### src/design/value_stack_with_search_assert.svh
// ----------------------------------------------------------------------------
// Assertion macros for the value stack with search
// Concurrent assertion helpers, sampled on clk_i and, where named, held off
// while rst_ni is low.
// ----------------------------------------------------------------------------
`ifndef VALUE_STACK_WITH_SEARCH_ASSERT_SVH
`define VALUE_STACK_WITH_SEARCH_ASSERT_SVH

`ifndef NO_ASSERTIONS

// Property checked on every clock edge outside of reset.
`define VSWS_ASSERT(lbl, prop, msg) \
  lbl: assert property (@(posedge clk_i) disable iff (!rst_ni) (prop)) else $error(msg);

// Property checked on every clock edge, reset included.
`define VSWS_ASSERT_ALWAYS(lbl, prop, msg) \
  lbl: assert property (@(posedge clk_i) (prop)) else $error(msg);

`else

`define VSWS_ASSERT(lbl, prop, msg)
`define VSWS_ASSERT_ALWAYS(lbl, prop, msg)

`endif

`endif

### src/design/vsws_pkg.sv
// ----------------------------------------------------------------------------
// Value stack with search: package
// Sizes, operation and status codes, and the transfer and cell control types.
// ----------------------------------------------------------------------------
`timescale 1ns / 1ps

package vsws_pkg;

  // Number of cells in the row.
  localparam int StackDepth = 16;
  // Width of the entry counter, wide enough to hold StackDepth itself.
  localparam int CountW = $clog2(StackDepth + 1);
  // Width of a stored value.
  localparam int ValueW = 16;
  // Width of the reported occupancy field.
  localparam int OccW = 5;

  typedef enum logic [1:0] {
    OpPush   = 2'd0,
    OpPop    = 2'd1,
    OpSearch = 2'd2,
    OpRemove = 2'd3
  } opcode_e;

  typedef enum logic [1:0] {
    StOk   = 2'd0,
    StMiss = 2'd1,
    StFull = 2'd2
  } status_e;

  typedef logic signed [ValueW-1:0] value_t;

  // One request transfer.
  typedef struct packed {
    opcode_e opcode;
    value_t  value;
  } req_t;

  // One result transfer.
  typedef struct packed {
    value_t          result_value;
    status_e         status;
    logic            found;
    logic            now_empty;
    logic [OccW-1:0] occupancy;
  } rsp_t;

  // Control broadcast to every cell of the row.
  typedef struct packed {
    logic   push;
    logic   pop;
    logic   remove;
    value_t value;
  } cell_ctrl_t;

endpackage

### src/design/vsws_cell.sv
// ----------------------------------------------------------------------------
// Value stack cell
// Holds one entry, compares it with the request value, and shifts toward or
// away from the top of the row as the broadcast control directs.
// ----------------------------------------------------------------------------
`timescale 1ns / 1ps

module vsws_cell (
  input  logic                clk_i,
  input  vsws_pkg::cell_ctrl_t ctrl_i,
  input  logic                live_i,
  input  vsws_pkg::value_t    above_data_i,
  input  vsws_pkg::value_t    below_data_i,
  input  logic                hit_above_i,
  output logic                hit_o,
  output vsws_pkg::value_t    data_o
);

  vsws_pkg::value_t data_q;
  vsws_pkg::value_t data_d;
  logic             match;

  // A held entry equal to the request value.
  assign match = live_i && (data_q == ctrl_i.value);

  // The hit chain marks this cell and every cell below the topmost match.
  assign hit_o = hit_above_i | match;

  // Push moves entries away from the top; pop and remove pull them back up.
  always_comb begin
    data_d = data_q;
    if (ctrl_i.push) begin
      data_d = above_data_i;
    end else if (ctrl_i.pop) begin
      data_d = below_data_i;
    end else if (ctrl_i.remove && hit_o) begin
      data_d = below_data_i;
    end
  end

  // Entry storage carries no reset; the counter decides what is live.
  always_ff @(posedge clk_i) begin
    data_q <= data_d;
  end

  assign data_o = data_q;

endmodule

### src/design/value_stack_with_search.sv
// The result of an accepted request is strobed on done_o in the next cycle.
// Throughput: one request per cycle; busy stays low, since the whole cell row
// compares in the cycle of each transfer and shifts as that transfer is taken.
// The receiver cannot stall; each result is shown for exactly one cycle.
// Reset (rst_ni low, asynchronous) empties the stack and clears done_o;
// stored entries are not cleared and need no clearing pass.
// ----------------------------------------------------------------------------
// Value stack with search: top level
// Bounded last-in-first-out store built as a row of cells with the top at
// cell 0. Supports push, pop, search and removal of the topmost match.
// ----------------------------------------------------------------------------
`timescale 1ns / 1ps

`include "value_stack_with_search_assert.svh"

module value_stack_with_search (
  input  logic            clk_i,
  input  logic            rst_ni,
  input  logic            start,
  output logic            busy,
  input  vsws_pkg::req_t  req_i,
  output logic            done_o,
  output vsws_pkg::rsp_t  rsp_o
);

  logic [vsws_pkg::CountW-1:0] count_q;
  logic [vsws_pkg::CountW-1:0] count_d;
  vsws_pkg::rsp_t              rsp_q;
  vsws_pkg::rsp_t              rsp_d;
  logic                        done_q;
  logic                        accept;
  logic                        full;
  logic                        empty;
  logic                        hit_any;
  vsws_pkg::cell_ctrl_t        ctrl;

  vsws_pkg::value_t            cell_data [vsws_pkg::StackDepth];
  logic [vsws_pkg::StackDepth:0] hit_chain;

  // Every cycle can take a new request.
  assign busy   = 1'b0;
  assign accept = start && !busy;

  assign full    = (count_q == vsws_pkg::CountW'(vsws_pkg::StackDepth));
  assign empty   = (count_q == '0);
  assign hit_any = hit_chain[vsws_pkg::StackDepth];

  // Decode the request into row control, the next count and the result.
  always_comb begin
    count_d                 = count_q;
    ctrl.push               = 1'b0;
    ctrl.pop                = 1'b0;
    ctrl.remove             = 1'b0;
    ctrl.value              = req_i.value;
    rsp_d.result_value      = '0;
    rsp_d.status            = vsws_pkg::StOk;
    rsp_d.found             = 1'b0;
    case (req_i.opcode)
      vsws_pkg::OpPush: begin
        if (full) begin
          rsp_d.status = vsws_pkg::StFull;
        end else begin
          ctrl.push = accept;
          count_d   = count_q + 1'b1;
        end
      end
      vsws_pkg::OpPop: begin
        if (empty) begin
          rsp_d.result_value = '1;
          rsp_d.status       = vsws_pkg::StMiss;
        end else begin
          ctrl.pop           = accept;
          rsp_d.result_value = cell_data[0];
          count_d            = count_q - 1'b1;
        end
      end
      vsws_pkg::OpSearch: begin
        if (hit_any) begin
          rsp_d.found = 1'b1;
        end else begin
          rsp_d.status = vsws_pkg::StMiss;
        end
      end
      vsws_pkg::OpRemove: begin
        if (hit_any) begin
          rsp_d.found = 1'b1;
          ctrl.remove = accept;
          count_d     = count_q - 1'b1;
        end else begin
          rsp_d.status = vsws_pkg::StMiss;
        end
      end
      default: begin
        rsp_d.status = vsws_pkg::StOk;
      end
    endcase
    rsp_d.now_empty = (count_d == '0);
    rsp_d.occupancy = vsws_pkg::OccW'(count_d);
  end

  // Row of cells; cell 0 holds the top entry.
  assign hit_chain[0] = 1'b0;

  for (genvar i = 0; i < vsws_pkg::StackDepth; i++) begin : g_cell
    vsws_pkg::value_t above;
    vsws_pkg::value_t below;
    logic             live;

    if (i == 0) begin : g_top
      assign above = req_i.value;
    end else begin : g_inner_above
      assign above = cell_data[i-1];
    end

    if (i == vsws_pkg::StackDepth - 1) begin : g_bottom
      assign below = cell_data[i];
    end else begin : g_inner_below
      assign below = cell_data[i+1];
    end

    assign live = (count_q > vsws_pkg::CountW'(i));

    vsws_cell u_cell (
      .clk_i        (clk_i),
      .ctrl_i       (ctrl),
      .live_i       (live),
      .above_data_i (above),
      .below_data_i (below),
      .hit_above_i  (hit_chain[i]),
      .hit_o        (hit_chain[i+1]),
      .data_o       (cell_data[i])
    );
  end

  // Entry count and result strobe.
  always_ff @(posedge clk_i or negedge rst_ni) begin
    if (!rst_ni) begin
      count_q <= '0;
      done_q  <= 1'b0;
    end else begin
      done_q <= accept;
      if (accept) begin
        count_q <= count_d;
      end
    end
  end

  // Result payload, loaded on each transfer.
  always_ff @(posedge clk_i) begin
    if (accept) begin
      rsp_q <= rsp_d;
    end
  end

  assign done_o = done_q;
  assign rsp_o  = rsp_q;

  // Checks on the control path.
  `VSWS_ASSERT_ALWAYS(a_count_bound, !rst_ni || count_q <= vsws_pkg::CountW'(vsws_pkg::StackDepth), "entry count beyond depth")
  `VSWS_ASSERT(a_done_follows, accept |=> done_o, "result strobe missing after transfer")
  `VSWS_ASSERT(a_no_spurious, !accept |=> !done_o, "result strobe without transfer")
  `VSWS_ASSERT(a_full_status, done_o && rsp_o.status == vsws_pkg::StFull |-> full, "full status while not full")
  `VSWS_ASSERT(a_pop_count, accept && req_i.opcode == vsws_pkg::OpPop && !empty |=> count_q == $past(count_q) - 1'b1, "pop did not drop count")

endmodule
### config.mk
export PLATFORM = sky130hd
export DESIGN_NAME = value_stack_with_search
export DESIGN_NICKNAME = d
export VERILOG_FILES = /design/src/design/vsws_pkg.sv /design/src/design/vsws_cell.sv /design/src/design/value_stack_with_search.sv
export VERILOG_INCLUDE_DIRS = /design/src /design/src/design
export SDC_FILE = /design/constraint.sdc
export NUM_CORES = 1
export LEC_CHECK = 0
export BUFFER_PORTS_ARGS = -buffer_cell sky130_fd_sc_hd__buf_2
export CORE_AREA = 5 5 194 196
export DETAILED_ROUTE_END_ITERATION = 8
export DIE_AREA = 0 0 199 201
export HOLD_SLACK_MARGIN = 0.02
export SLEW_MARGIN = 5
export SYNTH_ARGS = -nofsm -noshare
export SYNTH_HDL_FRONTEND = slang
export SYNTH_HIERARCHICAL = 1
export SYNTH_SLANG_ARGS = --single-unit
### constraint.sdc
create_clock -name clk_i -period 7 [get_ports clk_i]
set_clock_uncertainty 0.05 [all_clocks]
set_input_delay 1.05 -clock clk_i [delete_from_list [all_inputs] [get_ports clk_i]]
set_output_delay 1.05 -clock clk_i [all_outputs]
set_load 0.02 [all_outputs]
======== After elaboration in Yosys (flattened, before gate mapping) ========
Cells that the tools add are included.
cells by class
  multiplexer cells ....................... 61
  $add $sub $neg .......................... 2
  order comparisons ....................... 16
  bitwise gates (word level) .............. 15
  eq/ne operators ......................... 20
  reduce and logical (&&, ||, !) cells .... 50
operators by type and width
  operator               number
  $mux W16               46
  $eq A16 B16 Y1         16
  $reduce_bool A3 Y1     15
  $gt A5 B4 Y1 const B   8
  $logic_and A1 B1 Y1    31
  $gt A5 B3 Y1 const B   4
  $mux W5                3
  $or A1 B1 Y1           15
  $pmux W5 S3            1
  $gt A5 B1 Y1 const B   2
  $gt A5 B2 Y1 const B   2
  $logic_not A5 Y1       2
  $mux W1                9
  $pmux W2 S3            1
  $add A5 B1 Y5 const B  1
  $eq A5 B5 Y1 const B   1
  $sub A5 B1 Y5 const B  1
  $eq A2 B2 Y1 const B   2
  $eq A2 B1 Y1 const B   1
  $logic_not A2 Y1       1
  $mux W2                1
  $reduce_or A2 Y1       1
word-level totals
  input bits .............................. 21
  flip-flop bits (word level) ............. 287
  output and inout port bits .............. 27

======== Longest topological paths before layout ========
Gate-level depths: netlist of the first run.
  depth in word-level cells ............... 23
  gate-level depth with buffers ........... 28
  gate-level depth less buffers ........... 26

======== By module ========
The synthesis of the first run kept the hierarchy.
by module, submodules not included
  module                   instances  cells an instance  area each (µm²)
  vsws_cell                16         60                 877.1
  value_stack_with_search  1          176                1806.7

======== Least setup slack after synthesis of the first run ========
No wires, ideal clock.
  path kind ............................... input-to-reg
  from .................................... input req_i[3] (netlist bit)
  to ...................................... register g_cell[0].u_cell.data_q[0] (enable)
  setup time .............................. 0.391 ns
  slack ................................... 0.957 ns
  data required time ...................... 6.559 ns
  stages on the path ...................... 23
  data arrival time ....................... 5.602 ns
  path buffers ............................ 0
  cell sequence ........................... xor2_1 -> nor4_2 -> nand3_1 -> o21bai_1 -> o21bai_1 -> o21bai_1 -> o21bai_1 -> o21bai_1 -> o21bai_1 -> o21bai_1 -> o21bai_1 -> o21bai_1 -> o21bai_1 -> o21bai_1 -> o21bai_1 -> o21bai_1 -> o21bai_1 -> o21bai_1 -> o21bai_1 -> and2_1 -> and3_1 -> nand4_1 -> o21ai_1
RTL lines
  element               RTL line                       text
  from (decl)           value_stack_with_search.sv:21  input vsws_pkg::req_t req_i,
  to (signal assigned)  vsws_cell.sv:43                data_q <= data_d;
  to (decl)             vsws_cell.sv:19                vsws_pkg::value_t data_q;

==> impl_metrics.toml, run 1 <==
[worst_hold_path]
hold_class = "input port to async pin"

[timing]
finalSetupTns_ps = 0
fmax_mhz = 162
setup_viol = 0
fin_crit_ps = 6190
final_hold_viol_count = 0
slew_headroom = 0.206
worst_pin_slew_ps = 1190
rsz0062_at_grt = "false"
slew_viol_final = 0
finalCritPeriodShare = 0.884

[cts]
clock_path_buffers = 3
cts_tree = "done"
cts_max_level = 2
cts_resized = 0
clkLatencyLatePin_ps = 520
cts_sinks = 287
clk_pin_slew_ps = 60
cts-root-buf = "clkbuf_16"
cts_hold_buf = 0
postCtsSetupBuffers = 0
numCtsBuffers = 34

[setup_path]
crit_type = "input port to flip-flop"
worstPathArrival_ps = 6330
critPathRequiredTime_ps = 7140
slowest_delay_ps = 620
crit_top_cell = "o21bai_1"
crit_path_start_kind = "input port"
slowest_stage = "nor4_1"
crit_buf_inv = 3
path_max_fanout = 32
cp-end-kind = "flip-flop"
path_delay_family = "compound AO/OA/AOI/OAI gates"

[global_route]
grt_usage = 0.177
grt_max_degree = 114
grt_overflow_total = 0
grt_pass1_wl_mm = 56.4
antenna_found_initial = 1
grt_pass1_vias = 9584

[floorplan]
ios = 48
fp.dieW_um = 199
start_util = 0.441
core_area_mm2 = 0.0359
dieHeight_um = 201
num_rows = 70
die_area_mm2 = 0.0400

[route]
via_count = 9239
drc = 0
drtIter0Drc = 490
routed_wl_mm = 35.8
wl_per_cell_um = 21.1
drtAntennaViolNets = 0
viasPerCell = 5.45
dr.pass1.iters = 4

[synthesis]
yosys-top-cells-count = "edfxtp_1 (281), mux2_2 (258), xor2_1 (241), nor2_1 (42), nand3_1 (34)"
syn-cell-area_mm2 = 0.0158
async_reset_ff_frac = 0.0209
ys_types = 53
synth_edf_count = 281
yosysWarnings = 6
synth_top_area_frac = 0.533
synth_area_leaders = "edfxtp_1 (53%), mux2_2 (18%), xor2_1 (13%)"
yosysTopAreaCell = "edfxtp_1"
ys.flop_type = "edfxtp_1"
yosysMostFrequentCell = "edfxtp_1"
ys_ff_latch = 287
syn_inst = 1136
syn_avg_cell_area_um2 = 13.9
seq_area_frac_synth = 0.542

[layout]
nets = 1235
syn_to_final_growth_pct = 12.0
antenna_cells = 0
design_area_mm2 = 0.0177
finish.utilization = 0.494
fillers = 3179
stdcell_count = 1695
layout-drive-gt1-share = 0.336

[placement]
placed_area_mm2 = 0.0167
finalWeightedCongestion = 0.765
place_hpwl_mm = 25.8
placed_cells = 1640
io_buffers = 46

[status]
status = "finished clean"

[run]
cap_violations = 0

[pwr]
peakVddDrop_uv = 146
pwr_density_cell_mw_per_mm2 = 262
fin_total_pwr_w = 0.00464
p_leak_nw = 6.06
## path summary, 6_finish.rpt
| check | from | to | slack (ps) | depth (start not counted) |
|---|---|---|---|---|
| min | rst_ni | done_o | 310 | 1 |
| max in group asynchronous | rst_ni | count_q[4] | 6440 | 1 |
| max reg2reg | count_q[1] | g_cell[13].u_cell/data_o[10] | 1000 | 25 |
| max | req_i[10] | g_cell[13].u_cell/data_o[10] | 810 | 26 |
| min in group clk_i | g_cell[0].u_cell/data_o[6] | rsp_o[15] | 580 | 2 |
| min reg2reg | g_cell[0].u_cell/data_o[6] | rsp_o[15] | 580 | 2 |
## worst reg2reg max path: stages (launching register included)
cell      delay [ps]
dfrtp_1          600
inv_1            200
ha_1             270
o21ai_0          530
nand3_1          140
o21bai_1         220
o21bai_1         150
o21bai_1         150
o21bai_1         170
o21bai_1         170
o21bai_1         160
o21bai_1         160
o21bai_1         170
o21bai_1         160
o21bai_1         160
o21bai_1         170
o21bai_1         160
o21bai_1         160
o21bai_1         160
o21bai_1         230
and2_1           200
and3_1           160
buf_4            320
nand4_1          160
o21ai_1          160
buf_4            290
## registers in the layout, indices dropped and copies added, names as in the netlist
register / flops
g_cell.u_cell/data_o: 256
count_q: 5
rsp_o: 25
done_o: 1
## stage by stage
step           hold WS [ps]  setup WS [ps]
2_1_floorplan           524            957
6_report                306            811
4_1_cts                 281            934
3_3_place_gp            564            548
3_5_place_dp            565            420
5_1_grt                 295            327
## cell families (layout without fill, tap and decap cells)
| kind of cell | count (synthesis) | count (layout) | share of synthesized area |
|---|---|---|---|
| mux | 259 | 259 | 0.184 |
| buf+inv | 54 | 143 | 0.0182 |
| xor+xnor | 257 | 257 | 0.142 |
| fa+ha+maj | 6 | 6 | 0.00474 |
| simple gates | 186 | 186 | 0.0693 |
| compound gates | 86 | 86 | 0.0389 |
| other cells | 1 | 3 | 0.000237 |
| flops | 287 | 287 | 0.542 |
## layer usage
metal	up-vias	part of all wire	global-route usage
met5	-	0.00036	0
met2	174	0.49	0.293
met1	4602	0.44	0.240
li1	4401	-	-
met3	60	0.035	0.0252
met4	2	0.030	0.0584
## where the power goes
part | switching (W) | total [W] | leakage, nW | internal (W)
clock | 0.000670 | 0.00170 | 0.521 | 0.00103
sequential | 0.000149 | 0.00222 | 2.73 | 0.00207
combinational | 0.000415 | 0.000722 | 2.81 | 0.000307
## placed cells by master, fill, tap and decap left out, types with 3 or more instances in the layout
master       n
buf_4       32
a21oi_1      6
nand2b_1     3
dfrtp_1      6
ha_1         6
clkbuf_16   37
o21bai_1    17
xor2_1     241
edfxtp_1   281
buf_2       46
inv_1        7
nor4_2      17
o21ai_0     14
nor2_1      42
nand3_1     34
nor4_1      32
clkinv_1     4
nand4_1     17
a211oi_1    17
clkinv_2     6
nand2_1     10
nor3_1      18
xnor2_1     16
clkbuf_1     7
conb_1       3
o21ai_1     17
mux2_2     258
## cell type report
type / count / area (µm²) / area share
Clock buffer: 44 / 952 / 0.0537
Clock inverter: 11 / 101 / 0.00571
Inverter: 9 / 38.8 / 0.00219
Multi-Input combinational cell: 797 / 6980 / 0.394
Sequential cell: 287 / 8590 / 0.484
Tap cell: 468 / 586 / 0.0330
Timing Repair Buffer: 79 / 490 / 0.0277
(Power assumes the default switching activity.)
==> run 2: changes to the inputs <==
--- a/config.mk
+++ b/config.mk
@@ -7,10 +7,11 @@
 export NUM_CORES = 1
 export LEC_CHECK = 0
 export BUFFER_PORTS_ARGS = -buffer_cell sky130_fd_sc_hd__buf_2
-export CORE_AREA = 5 5 194 196
+export CORE_AREA = 5 5 169 171
 export DETAILED_ROUTE_END_ITERATION = 8
-export DIE_AREA = 0 0 199 201
+export DIE_AREA = 0 0 174 176
 export HOLD_SLACK_MARGIN = 0.02
+export PLACE_DENSITY = 0.76
 export SLEW_MARGIN = 5
 export SYNTH_ARGS = -nofsm -noshare
 export SYNTH_HDL_FRONTEND = slang
==> constraint.sdc (replaced) <==
create_clock -name clk_i -period 7 [get_ports clk_i]
set_clock_uncertainty 0.05 [all_clocks]
set_input_delay 0.35 -clock clk_i [delete_from_list [all_inputs] [get_ports clk_i]]
set_output_delay 0.35 -clock clk_i [all_outputs]
set_load 0.02 [all_outputs]
==> run 2 against run 1 <==
  * Setup slack worse by 55 ps
  * Clock power about the same
  * Final area down 0.83%
  * Wire length fell by 4.4%
  * Worst hold slack worse by 210 ps
  * Core utilization increased by 16 points
  * Maximum frequency decreased by 0.88%
  * Total power is 0.72% higher
  * Global-route usage is 4.3 points higher
==> impl_metrics.toml, run 2 (synthesis gave the netlist of run 1 again) <==
[setup_path]
crit_path_start_kind = "flip-flop"
rr_endpoint = "g_cell[4].u_cell/data_o[0]"
crit_type = "flip-flop to flip-flop"
slowest_stage = "dfrtp_1"
reg2reg_depth = 27
path_delay_family = "compound AO/OA/AOI/OAI gates"
r2r_start = "count_q[0]"
r2r_slack_ps = 760
crit_top_cell = "o21bai_1"
path_max_fanout = 18
slowest_delay_ps = 650
critPathRequiredTime_ps = 7200
crit_buf_inv = 4
cp-end-kind = "flip-flop"
worstPathArrival_ps = 6440

[timing]
finalSetupTns_ps = 0
final_hold_viol_count = 0
fin_crit_ps = 6240
setup_viol = 0
finalCritPeriodShare = 0.892
worst_pin_slew_ps = 1080
rsz0062_at_grt = "false"
slew_viol_final = 0
fmax_mhz = 160
slew_headroom = 0.279
fin_hold_ws_ps = 91.4

[cts]
cts_tree = "done"
clock_path_buffers = 3
clk_pin_slew_ps = 60
clkLatencyLatePin_ps = 560
cts_resized = 0
postCtsSetupBuffers = 0
cts_sinks = 287
cts-root-buf = "clkbuf_16"
cts_max_level = 1
numCtsBuffers = 31

[worst_hold_path]
hold_class = "input port to async pin"

[layout]
fillers = 1956
nets = 1229
syn_to_final_growth_pct = 11.0
antenna_cells = 0
multi_input_area_mm2 = 0.00698
layout-drive-gt1-share = 0.336
design_area_mm2 = 0.0176
stdcell_count = 1568
largest_reg_flops = 256
regArea_mm2 = 0.00859
final_common_cell = "edfxtp_1"
final_cell_mix = "edfxtp_1 (281), mux2_2 (258), xor2_1 (241)"

[global_route]
grt_overflow_total = 0
grt_max_degree = 87
grt_usage = 0.220
grt_pass1_vias = 9873
grt_pass1_wl_mm = 54.8
antenna_found_initial = 0

[floorplan]
num_rows = 60
start_util = 0.593
dieHeight_um = 176
ios = 48
core_area_mm2 = 0.0267
die_area_mm2 = 0.0306
fp.dieW_um = 174

[route]
routed_wl_mm = 34.2
drc = 0
drtAntennaViolNets = 0
via_count = 9427
drtIter0Drc = 791
wl_per_cell_um = 21.8
viasPerCell = 6.01
dr.pass1.iters = 5

[placement]
io_buffers = 46
placed_cells = 1509
finalWeightedCongestion = 0.851
placed_area_mm2 = 0.0165
place_hpwl_mm = 24.3

[run]
cap_violations = 0

[pwr]
fin_total_pwr_w = 0.00468
pwr_density_cell_mw_per_mm2 = 266
p_leak_nw = 6.06
peakVddDrop_uv = 183

[status]
status = "finished clean"
## run 2: cell types whose count changed in the layout (fill, tap and decap cells not counted), sizes merged
cell	before	now
dlygate4sd3	0	1
inv	8	9
bufinv	2	7
buf	79	75
clkinv	10	15
clkbuf	44	35
clkinvlp	0	1
## run 2: per-layer routing
metal  GRT usage  up-vias  share of wire
met5           0        -              0
met4      0.0521        0          0.018
met3      0.0255       42          0.037
met2       0.377      201           0.50
met1       0.303     4783           0.44
li1            -     4401              -
## run 2: final cells by class
| cell class | count | share of cell area |
|---|---|---|
| clock buffer | 35 | 0.0450 |
| tap | 341 | 0.0243 |
| timing repair buffer | 76 | 0.0267 |
| clock inverter | 23 | 0.0167 |
| multi-input combinational | 797 | 0.397 |
| inverter | 9 | 0.00221 |
| sequential | 287 | 0.488 |
## run 2: repair_timing
action / 4_1_cts / 5_1_grt
hold buffers: 1 / 0
hold endpoints to repair: 6 / 0
setup endpoints to repair: 0 / 0
## run 2: how the worst max path moves through the flow
| stage | from | end | slack, ps | depth (start not counted) |
|---|---|---|---|---|
| final | count_q[0] | g_cell[4].u_cell/data_o[0] | 760 | 27 |
| after global routing | count_q[0] | g_cell[4].u_cell/data_o[0] | 440 | 27 |
| after CTS | count_q[0] | g_cell[4].u_cell/data_o[0] | 870 | 27 |
| after detailed placement | req_i[10] | g_cell[4].u_cell/data_o[14] | 810 | 26 |
| after global placement | req_i[10] | g_cell[14].u_cell/data_o[2] | 1070 | 26 |
| after floorplan | count_q[0] | g_cell[0].u_cell/data_o[0] | 1110 | 27 |
## run 2: power breakdown
| group | leakage (nW) | internal [W] | switching (W) | total [W] |
|---|---|---|---|---|
| combinational | 2.80 | 0.000307 | 0.000416 | 0.000722 |
| clock | 0.534 | 0.00107 | 0.000665 | 0.00173 |
| sequential | 2.73 | 0.00207 | 0.000147 | 0.00222 |
| total | 6.06 | 0.00345 | 0.00123 | 0.00468 |
## run 2: stage by stage
step	setup WS [ps]	utilization
6_report	756	0.658
3_3_place_gp	1070	0.617
2_1_floorplan	1110	-
3_5_place_dp	813	0.617
5_1_grt	441	0.658
4_1_cts	873	0.658
==> run 3: changes to the inputs <==
--- a/config.mk
+++ b/config.mk
@@ -7,11 +7,15 @@
 export NUM_CORES = 1
 export LEC_CHECK = 0
 export BUFFER_PORTS_ARGS = -buffer_cell sky130_fd_sc_hd__buf_2
-export CORE_AREA = 5 5 169 171
+export CELL_PAD_IN_SITES_DETAIL_PLACEMENT = 1
+export CELL_PAD_IN_SITES_GLOBAL_PLACEMENT = 2
+export CORE_AREA = 5 5 192 194
+export CTS_BUF_LIST = sky130_fd_sc_hd__clkbuf_16
+export CTS_CLUSTER_SIZE = 14
 export DETAILED_ROUTE_END_ITERATION = 8
-export DIE_AREA = 0 0 174 176
+export DIE_AREA = 0 0 197 199
 export HOLD_SLACK_MARGIN = 0.02
-export PLACE_DENSITY = 0.76
+export PLACE_DENSITY_LB_ADDON = 0.1
 export SLEW_MARGIN = 5
 export SYNTH_ARGS = -nofsm -noshare
 export SYNTH_HDL_FRONTEND = slang
==> run 3 against run 2 <==
  * Count of clock-buffer cells in the layout is 1 higher
  * Maximum frequency is 2.1% higher
  * Critical endpoint is now g_cell[7].u_cell/data_o[11]
  * Highest routed layer is now met5
  * Core utilization is 15 points lower
==> impl_metrics.toml, run 3 (synthesis gave the netlist of run 1 again) <==
[cts]
clk_pin_slew_ps = 60
numCtsBuffers = 35
cts_hold_buf = 1
postCtsSetupBuffers = 0
cts-root-buf = "clkbuf_16"
cts_sinks = 287
clkLatencyLatePin_ps = 530
clock_path_buffers = 3
cts_tree = "done"
cts_resized = 0
cts_max_level = 2

[layout]
stdcell_count = 1692
regArea_mm2 = 0.00859
nets = 1236
layout-drive-gt1-share = 0.337
largest_reg_flops = 256
fillers = 3509
finish.utilization = 0.507
antenna_cells = 0
multi_input_area_mm2 = 0.00698
final_common_cell = "edfxtp_1"
final_cell_mix = "edfxtp_1 (281), mux2_2 (258), xor2_1 (241)"
design_area_mm2 = 0.0178
syn_to_final_growth_pct = 12.1

[placement]
placed_cells = 1632
placed_area_mm2 = 0.0167
place_hpwl_mm = 27.0
io_buffers = 46
finalWeightedCongestion = 0.787
pre_cts_ws_ps = 942

[pwr]
clkPwrFrac = 0.367
internal_power_w = 0.00339
power.switching_w = 0.00130
switching_share = 0.276
p_leak_nw = 6.08
peakVddDrop_uv = 215
power_frac_seq = 0.472
power.share.combinational = 0.162
pwr_density_cell_mw_per_mm2 = 264

[setup_path]
slowest_stage = "dfrtp_1"
crit_buf_inv = 4
path_delay_family = "compound AO/OA/AOI/OAI gates"
slowest_delay_ps = 670
worstPathArrival_ps = 6280
crit_type = "flip-flop to flip-flop"
path_max_fanout = 18
cp-end-kind = "flip-flop"
critPathRequiredTime_ps = 7160
r2r_start = "count_q[0]"
crit_start = "count_q[0]"
crit_path_start_kind = "flip-flop"
crit_top_cell = "o21bai_1"

[floorplan]
fp.dieW_um = 197
dieHeight_um = 199
core_area_mm2 = 0.0351
ios = 48
num_rows = 69
start_util = 0.452
die_area_mm2 = 0.0392

[global_route]
grt_pass1_wl_mm = 58.8
antenna_found_initial = 1
grt_overflow_total = 0
grt_usage = 0.190
grt_max_degree = 177
grt_pass1_vias = 9997

[run]
cap_violations = 0

[route]
wl_per_cell_um = 22.0
drtAntennaViolNets = 0
routed_wl_mm = 37.3
viasPerCell = 5.47
drtIter0Drc = 419
via_count = 9249
drc = 0
dr.pass1.iters = 4

[timing]
setup_viol = 0
fin_crit_ps = 6120
final_hold_viol_count = 0
slew_viol_final = 0
rsz0062_at_grt = "false"
finalSetupTns_ps = 0
worst_pin_slew_ps = 1230
finalWorstSetupSlack_ps = 881
slew_headroom = 0.179
fmax_mhz = 163
finalCritPeriodShare = 0.874

[status]
status = "finished clean"

[worst_hold_path]
hold_class = "input port to async pin"
## run 3: cell types whose count changed in the layout (fill, tap and decap cells not counted), moves of 2 or more
cell,before,now
clkinv_2,8,6
clkbuf_16,31,36
clkbuf_1,4,0
bufinv_16,7,2
inv_1,7,11
buf_4,28,31
## run 3: final timing paths
path / end / slack, ps / depth (start not counted)
worst max-delay path: g_cell[7].u_cell/data_o[11] / 880 / 27
worst min-delay path: count_q[0] / 120 / 2
worst max register to register: g_cell[7].u_cell/data_o[11] / 880 / 27
worst min register to register: g_cell[15].u_cell/data_o[6] / 580 / 1
max in group asynchronous: count_q[2] / 6640 / 2
min in group clk_i: g_cell[0].u_cell/data_o[6] / 260 / 2
## run 3: through the flow
step | total power, W | hold slack [ps]
6_report | 0.00469 | 122
4_1_cts | 0.00477 | 97.2
5_1_grt | 0.00492 | 131
3_5_place_dp | 0.00301 | 134
2_1_floorplan | 0.00274 | 4.41
3_3_place_gp | 0.00300 | 133
## run 3: metal layers
layer	vias up	part of all wire	GRT usage
li1	4417	-	-
met2	113	0.50	0.327
met1	4666	0.45	0.253
met3	51	0.033	0.0291
met5	-	0.00054	0
met4	2	0.020	0.0465
## run 3: cell type report
type                            count  share of cell area
Clock buffer                       36              0.0507
Clock inverter                     23              0.0101
Inverter                            9             0.00218
Multi-Input combinational cell    797               0.393
Sequential cell                   287               0.484
Tap cell                          461              0.0325
Timing Repair Buffer               79              0.0278
## run 3: power groups by stage
stage | Combinational [W] | Clock [W] | Sequential [W]
floorplan | 0.000533 | 0 | 0.00221
global placement | 0.000749 | 0 | 0.00225
detailed placement | 0.000763 | 0 | 0.00225
CTS | 0.000768 | 0.00179 | 0.00222
global route | 0.000829 | 0.00186 | 0.00223
finish | 0.000757 | 0.00172 | 0.00221
